--- config.mk ---
export PLATFORM = sky130hd
export DESIGN_NAME = ggss_ram
export DESIGN_NICKNAME = d
export VERILOG_FILES = /design/src/sv/ggss_ram.sv
export SDC_FILE = /design/constraint.sdc
export NUM_CORES = 2
export LEC_CHECK = 0
export BUFFER_PORTS_ARGS = -buffer_cell sky130_fd_sc_hd__buf_2
export CAP_MARGIN = 15
export CELL_PAD_IN_SITES_DETAIL_PLACEMENT = 2
export CELL_PAD_IN_SITES_GLOBAL_PLACEMENT = 2
export CORE_UTILIZATION = 51
export DETAILED_ROUTE_END_ITERATION = 10
export MAX_ROUTING_LAYER = met4
export PLACE_DENSITY_LB_ADDON = 0.1
export SYNTH_ARGS = -nofsm -noshare
export SYNTH_HDL_FRONTEND = slang
export SYNTH_SLANG_ARGS = --single-unit
--- constraint.sdc ---
create_clock -name i_clk -period 2.55 [get_ports i_clk]
set_clock_uncertainty 0.15 [all_clocks]
set_input_delay 0.255 -clock i_clk [delete_from_list [all_inputs] [get_ports i_clk]]
set_output_delay 0.255 -clock i_clk [all_outputs]
set_load 0.02 [all_outputs]
--- src/sv/ggss_ram.sv ---
// Generic single-write, single-read RAM with registered read data.
`default_nettype none
module ggss_ram #(
    parameter int WIDTH = 8,
    parameter int DEPTH = 256
) (
    input  wire logic                     i_clk,
    input  wire logic                     i_we,
    input  wire logic [$clog2(DEPTH)-1:0] i_waddr,
    input  wire logic [WIDTH-1:0]         i_wdata,
    input  wire logic [$clog2(DEPTH)-1:0] i_raddr,
    output      logic [WIDTH-1:0]         o_rdata
);
    logic [WIDTH-1:0] r_mem [DEPTH];

    always_ff @(posedge i_clk) begin
        if (i_we) begin
            r_mem[i_waddr] <= i_wdata;
        end
        o_rdata <= r_mem[i_raddr];
    end
endmodule
`default_nettype wire

==> results of run 1 <==
## Yosys cell counts (8+ instances only)
cell | instances | area (um2)
nor2b_1 | 31 | 194
clkbuf_1 | 111 | 417
buf_1 | 22 | 82.6
a22o_1 | 8 | 70.1
buf_4 | 27 | 203
o22ai_1 | 28 | 175
dfxtp_1 | 8 | 160
nand2b_1 | 8 | 50.1
nor2_1 | 282 | 1060
nand2_1 | 33 | 124
a211oi_1 | 16 | 120
o221ai_1 | 46 | 403
buf_8 | 13 | 195
nor4_1 | 24 | 150
a22oi_1 | 133 | 998
a221oi_1 | 13 | 114
nor3_1 | 22 | 110
buf_12 | 8 | 160
mux2i_1 | 134 | 1340
nand4_1 | 10 | 62.6
buf_6 | 21 | 236
buf_2 | 31 | 155
nand3_1 | 34 | 170
edfxtp_1 | 2048 | 61500
o211ai_1 | 10 | 75.1
a21oi_1 | 96 | 480
mux4_2 | 454 | 10200
o21ai_0 | 10 | 50.1
## through the flow
stage	instance area (um2)	setup slack, ns	instances	setup TNS (ns)	hold slack [ns]
global placement	87100	-1.09	6259	-5.61	0.416
floorplan	79600	0.207	3733	0	0.204
## logic make-up after synthesis
logic type | share of synthesized area
buffers and inverters | 0.0183
and+or+nand+nor | 0.0263
DFF | 0.775
AOI/OAI and AO/OA | 0.0342
muxes | 0.146
==> flow_summary.json, run 1 <==
{
  "synth_cell_types": 55,
  "syn-cell-area_mm2": 0.0796,
  "async_flop_share": 0,
  "ys_seq_elements": 2056,
  "yosysSeqAreaShare": 0.775,
  "rows": 144,
  "status": "stopped before the end",
  "start_util": 0.515,
  "yosys_warnings": 0,
  "lastStage": "detailed placement",
  "synth_edf_count": 2048,
  "avgSynthCellArea_um2": 21.3,
  "port_buffers": 33,
  "die_w_um": 397,
  "error_line": "[ERROR DPL-0033] detailed placement checks failed during check placement.",
  "synth_ff_type": "edfxtp_1",
  "fp.dieH_um": 397,
  "globalplace.congestion": 0.870,
  "synthCells": 3733,
  "io_pins": 34,
  "synth_nets": 3759,
  "dp_hpwl_um": 183000
}
==> run 2, diff against run 1 <==
==> config.mk (replaced) <==
export PLATFORM = sky130hd
export DESIGN_NAME = ggss_ram
export DESIGN_NICKNAME = d
export VERILOG_FILES = /design/src/sv/ggss_ram.sv
export SDC_FILE = /design/constraint.sdc
export NUM_CORES = 2
export LEC_CHECK = 0
export BUFFER_PORTS_ARGS = -buffer_cell sky130_fd_sc_hd__buf_2
export CAP_MARGIN = 15
export CORE_UTILIZATION = 40
export DETAILED_ROUTE_END_ITERATION = 10
export PLACE_DENSITY_LB_ADDON = 0.15
export SYNTH_ARGS = -nofsm -noshare
export SYNTH_HDL_FRONTEND = slang
export SYNTH_SLANG_ARGS = --single-unit
==> flow_summary.json, run 2 <==
{
  "drv_slew": 0,
  "dp.cells": 6912,
  "route.detailed.drc": 0,
  "dp_hpwl_um": 140000,
  "avgSynthCellArea_um2": 21.3,
  "status": "finished, violations left",
  "clockRootBuffer": "clkbuf_16",
  "final-hold-violation-count": 0,
  "ir_drop_v": 0.000572,
  "power_density_mw_per_mm2": 748,
  "rsz0062_at_grt": "true",
  "start_kind": "flop",
  "grtUsageTotal": 0.216,
  "p_int_mw": 56.1,
  "critPathMaxFanout": 1,
  "viasPerCell": 5.49,
  "design_area_mm2": 0.0954,
  "synth_commonest_cells": "2048 x edfxtp_1, 454 x mux4_2, 282 x nor2_1",
  "setup_viol": 1,
  "final_cell_mix": "2048 x edfxtp_1, 649 x buf_4, 454 x mux4_2, 278 x nor2_1, 214 x clkbuf_16",
  "ys_seq_elements": 2056,
  "fp.coreArea_mm2": 0.197,
  "synth_edf_count": 2048,
  "fp.dieH_um": 448,
  "place_ws_ns": -1.21,
  "p_sw_mw": 15.3,
  "die_w_um": 448,
  "synth_ff_type": "edfxtp_1",
  "yosys_warnings": 0,
  "drive_gt1_frac": 0.336,
  "die_area_mm2": 0.201,
  "antenna_found_initial": 7,
  "n_fill_cell": 16400,
  "p_seq_frac": 0.523,
  "period_needed_ns": 2.57,
  "cts_buffers": 210,
  "cts_buffer_depth": 3,
  "drtAntennaViolNets": 0,
  "grt.overflow.total": 0,
  "drv_cap": 0,
  "worstSkewPairLatency_ns": 0.85,
  "slew_headroom": 0.482,
  "largestRegisters": "r_mem: 2048 flops, o_rdata: 8 flops",
  "num_vias": 40100,
  "fin_cells": 7313,
  "rows": 163,
  "crit_type": "flop to flop",
  "nets": 4524,
  "largest_reg_flops": 2048,
  "drtPass1Iterations": 5,
  "start_util": 0.403,
  "synth_top_area_frac": 0.773,
  "hold_path.class": "input port to flop",
  "cts_tree": "done",
  "critical_path_required_ns": 3.13,
  "io_pins": 34,
  "combPwrFrac": 0.058,
  "swShare": 0.215,
  "final_common_cell": "edfxtp_1",
  "synth.most_common_cell": "edfxtp_1",
  "yosysSeqAreaShare": 0.775,
  "whs_ns": 0.0678,
  "cts_sinks": 2056,
  "cp-end-kind": "flop",
  "violations": "negative setup slack",
  "p_leak_nw": 31.0,
  "area_delta_synth_final_pct": 19.9,
  "max_freq_ghz": 0.389,
  "yosys.area.top_type": "edfxtp_1",
  "first_global_vias": 41300,
  "period_share": 1.01,
  "setup_ws_ns": -0.0225,
  "synth_cell_types": 55,
  "synthCells": 3733,
  "arrival_ns": 3.15,
  "clk_transition_reported_paths_ns": 0.06,
  "drt_iter0_drc": 3827,
  "async_flop_share": 0,
  "totalWireLength_um": 215000,
  "worst_pin_slew_ns": 0.777,
  "place_area_mm2": 0.0885,
  "grt_max_degree": 118,
  "globalplace.congestion": 0.849,
  "grt_pass1_wl_um": 305000,
  "clkPwrFrac": 0.420,
  "port_buffers": 33,
  "synth_area_leaders": "edfxtp_1 77%, mux4_2 13%, mux2i_1 1.7%",
  "h-tree-depth": 4,
  "cts_setup_buffers": 0,
  "syn-cell-area_mm2": 0.0796,
  "top_register": "r_mem",
  "wl_per_cell_um": 29.5,
  "synth_nets": 3759
}
run 2: cell counts after synthesis:
Identical to the previous run, type by type.
run 2: metrics by stage:
stage,total power [mW],util,setup TNS (ns)
global placement,42.1,0.448,-7.38
detailed placement,42.2,0.448,-6.42
CTS,72.1,0.483,-0.000254
global route,73.4,0.483,-0.0332
floorplan,39.8,-,0
finish,71.4,0.483,-0.0225
run 2: what timing repair did:
item | 4_1_cts | 5_1_grt
gates resized for setup | 16 | 9
endpoints found under the hold margin | 1653 | 0
hold buffers | 14 | 0
endpoints found under the setup margin | 7 | 5
pin swaps | 3 | 5
run 2: cells by family after synthesis:
family                 synth area share
flip-flops                        0.775
buffers and inverters            0.0183
AO/OA/AOI/OAI                    0.0342
AND/OR/NAND/NOR                  0.0263
multiplexers                      0.146
run 2: power by group through the flow:
stage	combinational, mW	clock (mW)	sequential, mW
final	4.13	30.0	37.3
after global routing	4.35	31.8	37.3
after CTS	4.17	30.6	37.3
after detailed placement	4.12	0	38.0
after global placement	4.09	0	38.0
after floorplan	1.81	0	38.0
run 2: area by class of cell:
| class | instances | area, um2 | area share |
|---|---|---|---|
| repair buffers | 786 | 7110 | 0.0745 |
| diodes | 2 | 5.00 | 0.0000524 |
| flip-flops and latches | 2056 | 61700 | 0.646 |
| well taps | 2640 | 3300 | 0.0346 |
| clock buffers | 265 | 5580 | 0.0584 |
| clock inverters | 120 | 1070 | 0.0113 |
| multi-input cells | 1442 | 16700 | 0.175 |
| inverters | 2 | 7.51 | 0.0000787 |
run 2: worst paths after layout:
path	start	to	slack (ns)	cells past startpoint
max	r_mem[83][1]	o_rdata[1]	-0.02	6
min reg2reg	r_mem[33][5]	o_rdata[5]	0.89	7
max reg2reg	r_mem[83][1]	o_rdata[1]	-0.02	6
min	i_waddr[3]	r_mem[206][4]	0.07	4
run 2: layer usage:
layer / track usage / part of all wire / up-vias
met5: 0 / 0 / -
met4: 0.0710 / 0.031 / 0
met3: 0.0382 / 0.058 / 288
met2: 0.341 / 0.48 / 1221
met1: 0.304 / 0.43 / 21400
li1: - / - / 17200
run 2: critical path, stage by stage, from the launching register on:
cell	delay, ns
edfxtp_1	0.36
mux4_2	0.53
mux4_2	0.51
nor2b_4	0.15
nor4_4	0.48
buf_4	0.22
nor4_2	0.04
No activity file was read; power rests on OpenSTA's default activity.
