===== config.mk =====
export PLATFORM = sky130hd
export DESIGN_NAME = ggss_cell_alu
export DESIGN_NICKNAME = d
export VERILOG_FILES = /design/src/sv/ggss_pkg.sv /design/src/sv/ggss_cell_alu.sv
export SDC_FILE = /design/constraint.sdc
export NUM_CORES = 1
export LEC_CHECK = 0
export BUFFER_PORTS_ARGS = -buffer_cell sky130_fd_sc_hd__clkbuf_2
export CORE_ASPECT_RATIO = 2
export CORE_MARGIN = 2
export CORE_UTILIZATION = 42
export DETAILED_ROUTE_END_ITERATION = 10
export PLACE_DENSITY = 0.66
export SYNTH_ARGS = -nofsm -noshare
export SYNTH_HDL_FRONTEND = slang
export SYNTH_SLANG_ARGS = --single-unit

===== constraint.sdc =====
create_clock -name vclk -period 5.9
set_input_delay 0.295 -clock vclk [all_inputs]
set_output_delay 0.295 -clock vclk [all_outputs]
set_load 0.1 [all_outputs]

===== src/sv/ggss_pkg.sv =====
// Shared types, constants and address helper for the grid settle sweep unit.
`default_nettype none
package ggss_pkg;

    localparam int GRID_W  = 128;
    localparam int GRID_H  = 64;
    localparam int CELLS   = GRID_W * GRID_H;
    localparam int ADDR_W  = $clog2(CELLS);
    localparam int XW      = $clog2(GRID_W);
    localparam int YW      = $clog2(GRID_H);
    localparam int AMT_W   = 8;
    localparam int WORD_W  = AMT_W + 1;
    localparam int AMT_MAX = 255;
    localparam int SPLIT   = 2;

    typedef enum logic [1:0] {
        CMD_WRITE = 2'd0,
        CMD_OBST  = 2'd1,
        CMD_SWEEP = 2'd2,
        CMD_READ  = 2'd3
    } t_cmd;

    typedef enum logic [3:0] {
        S_CLEAR,
        S_IDLE,
        S_ACC_RD,
        S_ACC_WAIT,
        S_SW_H,
        S_SW_B,
        S_SW_L,
        S_SW_R,
        S_SW_C,
        S_SW_W1,
        S_SW_W2,
        S_SW_W3,
        S_DONE
    } t_state;

    typedef enum logic [1:0] {
        TGT_BELOW,
        TGT_DL,
        TGT_DR
    } t_tgt;

    typedef struct packed {
        logic [AMT_W-1:0] h;
        logic             h_solid;
        logic [AMT_W-1:0] b;
        logic             b_solid;
        logic             b_off;
        logic [AMT_W-1:0] l;
        logic             l_solid;
        logic [AMT_W-1:0] r;
        logic             r_solid;
        logic             spill_ok;
    } t_cell_in;

    typedef struct packed {
        logic [AMT_W-1:0] here_val;
        logic             t1_we;
        t_tgt             t1_tgt;
        logic [AMT_W-1:0] t1_val;
        logic             t2_we;
        logic [AMT_W-1:0] t2_val;
    } t_plan;

    function automatic logic [ADDR_W-1:0] cell_addr(input logic [XW-1:0] x,
                                                    input logic [YW-1:0] y);
        return ADDR_W'(y) * ADDR_W'(GRID_W) + ADDR_W'(x);
    endfunction

endpackage
`default_nettype wire


===== src/sv/ggss_cell_alu.sv =====
// Shared settle unit: decides crush, fall or spill for one cell and its new values.
`default_nettype none
module ggss_cell_alu (
    input  wire ggss_pkg::t_cell_in i_cell,
    output      ggss_pkg::t_plan    o_plan
);
    import ggss_pkg::*;

    logic [AMT_W-1:0] here_eff;
    logic             fall;
    logic             lo;
    logic             ro;
    logic [AMT_W:0]   pour_tot;
    logic [AMT_W-1:0] pour_to;
    logic [AMT_W-1:0] pour_src;
    logic [AMT_W+1:0] tot3;
    logic [AMT_W:0]   half_raw;
    logic [AMT_W-1:0] half;
    logic [AMT_W+1:0] rem3;

    always_comb begin
        here_eff = i_cell.h_solid ? '0 : i_cell.h;
        fall = (i_cell.b < here_eff) && !i_cell.b_solid;
        lo   = i_cell.spill_ok && (i_cell.l < here_eff) && !i_cell.l_solid;
        ro   = i_cell.spill_ok && (i_cell.r < here_eff) && !i_cell.r_solid;

        // The pour partner is below, else whichever diagonal is open.
        if (fall) begin
            pour_src = i_cell.b;
        end else if (lo) begin
            pour_src = i_cell.l;
        end else begin
            pour_src = i_cell.r;
        end
        pour_tot = {1'b0, here_eff} + {1'b0, pour_src};
        pour_to  = (pour_tot > (AMT_W+1)'(AMT_MAX)) ? AMT_W'(AMT_MAX) : pour_tot[AMT_W-1:0];

        tot3 = {2'b00, here_eff} + {2'b00, i_cell.l} + {2'b00, i_cell.r};
        half_raw = tot3[AMT_W+1:1];
        half = (half_raw > (AMT_W+1)'(AMT_MAX)) ? AMT_W'(AMT_MAX) : half_raw[AMT_W-1:0];
        rem3 = tot3 - (AMT_W+2)'(SPLIT) * {2'b00, half};

        o_plan.here_val = here_eff;
        o_plan.t1_we    = 1'b0;
        o_plan.t1_tgt   = TGT_BELOW;
        o_plan.t1_val   = pour_to;
        o_plan.t2_we    = 1'b0;
        o_plan.t2_val   = half;

        if (fall) begin
            o_plan.t1_we    = !i_cell.b_off;
            o_plan.here_val = AMT_W'(pour_tot - {1'b0, pour_to});
        end else if (lo && ro) begin
            o_plan.t1_we    = 1'b1;
            o_plan.t1_tgt   = TGT_DL;
            o_plan.t1_val   = half;
            o_plan.t2_we    = 1'b1;
            o_plan.here_val = rem3[AMT_W-1:0];
        end else if (lo || ro) begin
            o_plan.t1_we    = 1'b1;
            o_plan.t1_tgt   = lo ? TGT_DL : TGT_DR;
            o_plan.here_val = AMT_W'(pour_tot - {1'b0, pour_to});
        end
    end
endmodule
`default_nettype wire


-- Word-level counts from Yosys, hierarchy flattened
Index checks and enable logic that the tools add are counted.
- multiplexer cells: 11
- reduce and logical (&&, ||, !) cells: 11
- $lt $le $gt $ge: 5
- add/subtract/negate cells: 5
- operators by type and width (operator ; count):
    8-bit 2-to-1 mux ; 5
    11-bit 2-to-1 mux ; 3
    8-bit < comparator ; 3
    8-bit by 8-bit adder with 9-bit output ; 2
    9-bit by 8-bit greater-than comparator with 1-bit output (second input constant) ; 2
    9-bit 2-to-1 mux ; 2
    8-bit subtractor ; 2
    9-bit by 8-bit adder with 10-bit output ; 1
    1-bit logical AND ; 6
    1-bit zero test ; 4
    2-bit 2-to-1 mux ; 1
    1-bit logical OR ; 1
- bits in registers: 0
- input bits: 38
- output and inout port bits: 28
- logic and storage cells: 32

-- Depth between registers and ports, before layout
- depth after elaboration: 13
- depth in mapped cells: 25
- depth with buffers taken out: 21

-- Least setup slack after synthesis
No wires, ideal clock.
- path kind: input port to output port
- from: input i_cell[29] (netlist bit)
- to: output o_plan[23] (netlist bit)
- stages: 19
- buffers on the path: 3
- setup slack: -0.300 ns
- arrival: 5.905 ns
- cells stage by stage: buf_2 > nand2b_1 > ha_1 > and3_1 > a221oi_1 > o211a_2 > buf_2 > buf_2 > nand2_1 > o21ai_0 > ha_1 > inv_1 > fa_1 > xor2_1 > nor3b_1 > xnor2_1 > nor2_1 > o22ai_1 > a211oi_1
- RTL lines (what ; RTL line ; text):
    from (decl) ; ggss_cell_alu.sv:4 ; input wire ggss_pkg::t_cell_in i_cell,
    to (decl) ; ggss_cell_alu.sv:5 ; output ggss_pkg::t_plan o_plan

==> results.json <==
{
  "io_pins": 66,
  "finalCritPeriodShare_pct": 92.7,
  "fillers": 582,
  "syn_area_um2": 2370,
  "ys_seq_area_share_pct": 0,
  "crit_path_max_incr_delay_ns": 0.53,
  "nets": 459,
  "drtPass1Iterations": 4,
  "max_cap_viol_count": 0,
  "start_util_pct": 43.7,
  "worst_pin_slew_ns": 1.05,
  "drcViolationCount": 0,
  "netlist_instances": 313,
  "seq_cells": 0,
  "crit_path_start_kind": "input port",
  "finalInstanceArea_um2": 2750,
  "core_area_um2": 5420,
  "dp_hpwl_um": 6660,
  "finalSetupTns_ns": 0,
  "most-common-layout-cells": "65 x clkbuf_2, 38 x ha_1, 26 x nor2_1, 22 x a21oi_1, 21 x inv_1",
  "drive_gt1_share_pct": 24.0,
  "wl_per_cell_um": 17.8,
  "static-leakage-power_nw": 1.38,
  "ir_drop_uv": 627,
  "num-clock-buffers": 0,
  "worstPathMaxFanout": 25,
  "cts_resized": 0,
  "path_cells": "clkbuf_2 > nand2b_1 > ha_1 > a21o_1 > a211oi_1 > o211a_2 > o21ai_0 > ha_1 > a21o_1 > a21oi_1 > a21oi_1 > or2_1 > nand2b_1 > ha_1 > inv_1 > or4b_1 > a21o_1 > a221oi_2 > buf_12",
  "die_w_um": 57.1,
  "place_area_um2": 2750,
  "grt_pass1_wl_um": 12600,
  "rsz0062_at_grt": "false",
  "grt_max_degree": 26,
  "n_antenna_cell": 0,
  "drtAntennaViolNets": 0,
  "cp.required_ns": 5.61,
  "synth_cell_type_count": 68,
  "cts_hold_buf": 0,
  "overflow": 0,
  "fmax_mhz": 183,
  "crit_arrival_ns": 5.17,
  "ys_warn_count": 0,
  "track_usage_pct": 25.0,
  "layout_commonest_cell": "clkbuf_2",
  "viasPerCell": 6.02,
  "path_class": "in2out",
  "die_h_um": 110,
  "place_ws_ns": 0.442,
  "crit_path_top_delay_cell": "o211a_2",
  "path_buf_inv": 3,
  "wirelength_um": 7670,
  "cts_setup_buffers": 0,
  "antenna_found_initial": 0,
  "synthesis.nets": 399,
  "maxSlewViolCount": 0,
  "io_buffers": 66,
  "slew_headroom_pct": 29.3,
  "die_area_um2": 6290,
  "timing.final.hold_violations": 0,
  "area_growth_pct": 16.1,
  "place_congestion": 0.941,
  "layout.area.seq_um2": 0,
  "finalCriticalPeriod_ns": 5.47,
  "cp_top_family": "compound AO/OA/AOI/OAI gates",
  "setup_ws_ns": 0.430,
  "min_path_type": "in2out",
  "p_per_area_nw_per_um2": 301,
  "multi_input_comb_area_um2": 2230,
  "num_vias": 2594,
  "endpoint_kind": "output pin",
  "status": "finished clean",
  "setup_viol": 0,
  "grt_pass1_vias": 2672,
  "drt_iter0_drc": 87,
  "postSynthAreaPerCell_um2": 7.56,
  "rows": 38,
  "holdWs_ns": 1.08
}
[power by group]
group | total [mW] | internal (mW) | leakage (nW) | switching [mW]
registers | 0 | 0 | 0 | 0
logic | 0.826 | 0.202 | 1.38 | 0.624
clock network | 0 | 0 | 0 | 0
[tightest hold or removal path, delay by kind of cell]
| family | cells | cell delay (ns) |
|---|---|---|
| buffers and inverters | 2 | 0.44 |
| AO/OA/AOI/OAI | 1 | 0.05 |
[kinds of logic (layout without fill, tap and decap cells)]
group           count (synthesis)  count (layout)  share of synthesized area (%)
xor+xnor                       14              14                           5.50
compound gates                105             105                           31.7
buf+inv                        31              89                           5.76
mux                             9               9                           3.81
simple gates                  106             106                           24.6
fa+ha+maj                      48              48                           28.6
[through the flow]
step | util, % | instances | total power [mW]
6_report | 50.7 | 431 | 0.826
5_1_grt | 50.7 | 431 | 0.878
4_1_cts | 50.7 | 431 | 0.824
3_5_place_dp | 50.7 | 431 | 0.822
3_3_place_gp | 50.7 | 431 | 0.819
2_1_floorplan | - | 313 | 0.673
[Yosys cell counts, types with 4 or more instances]
cell type | count | area, um^2
o21a_1 | 5 | 37.5
nor3_1 | 6 | 30.0
nor2_1 | 26 | 97.6
ha_1 | 38 | 475
fa_1 | 10 | 200
nand3_1 | 7 | 35.0
a21oi_1 | 22 | 110
a211o_1 | 4 | 35.0
nor2b_1 | 5 | 31.3
nand2b_1 | 13 | 81.3
inv_1 | 21 | 78.8
buf_2 | 5 | 25.0
xor2_1 | 7 | 61.3
xnor2_1 | 6 | 52.6
o21ai_1 | 5 | 25.0
a211oi_1 | 4 | 30.0
mux2i_1 | 9 | 90.1
nand4_1 | 6 | 37.5
a21o_1 | 9 | 67.6
nand2_1 | 19 | 71.3
a31oi_1 | 7 | 43.8
o21ai_0 | 18 | 90.1
[layout make-up]
class	count	area share, %
inverter	22	3.10
tap	60	2.73
multi-input combinational	282	81.3
timing repair buffer	67	12.8
[worst paths after layout]
| path | startpoint | end | slack, ns | cells after the start |
|---|---|---|---|---|
| setup / recovery | i_cell[29] | o_plan[26] | 0.43 | 19 |
| hold / removal | i_cell[19] | o_plan[19] | 1.08 | 3 |
[routing by layer]
metal / track usage, % / vias to the layer above / share of wire [%]
li1: - / 1284 / -
met1: 26.0 / 1209 / 35
met2: 50.6 / 76 / 57
met3: 0.700 / 25 / 2.8
met4: 10.1 / 0 / 4.6
met5: 0 / - / 0
(Power assumes the default switching activity.)
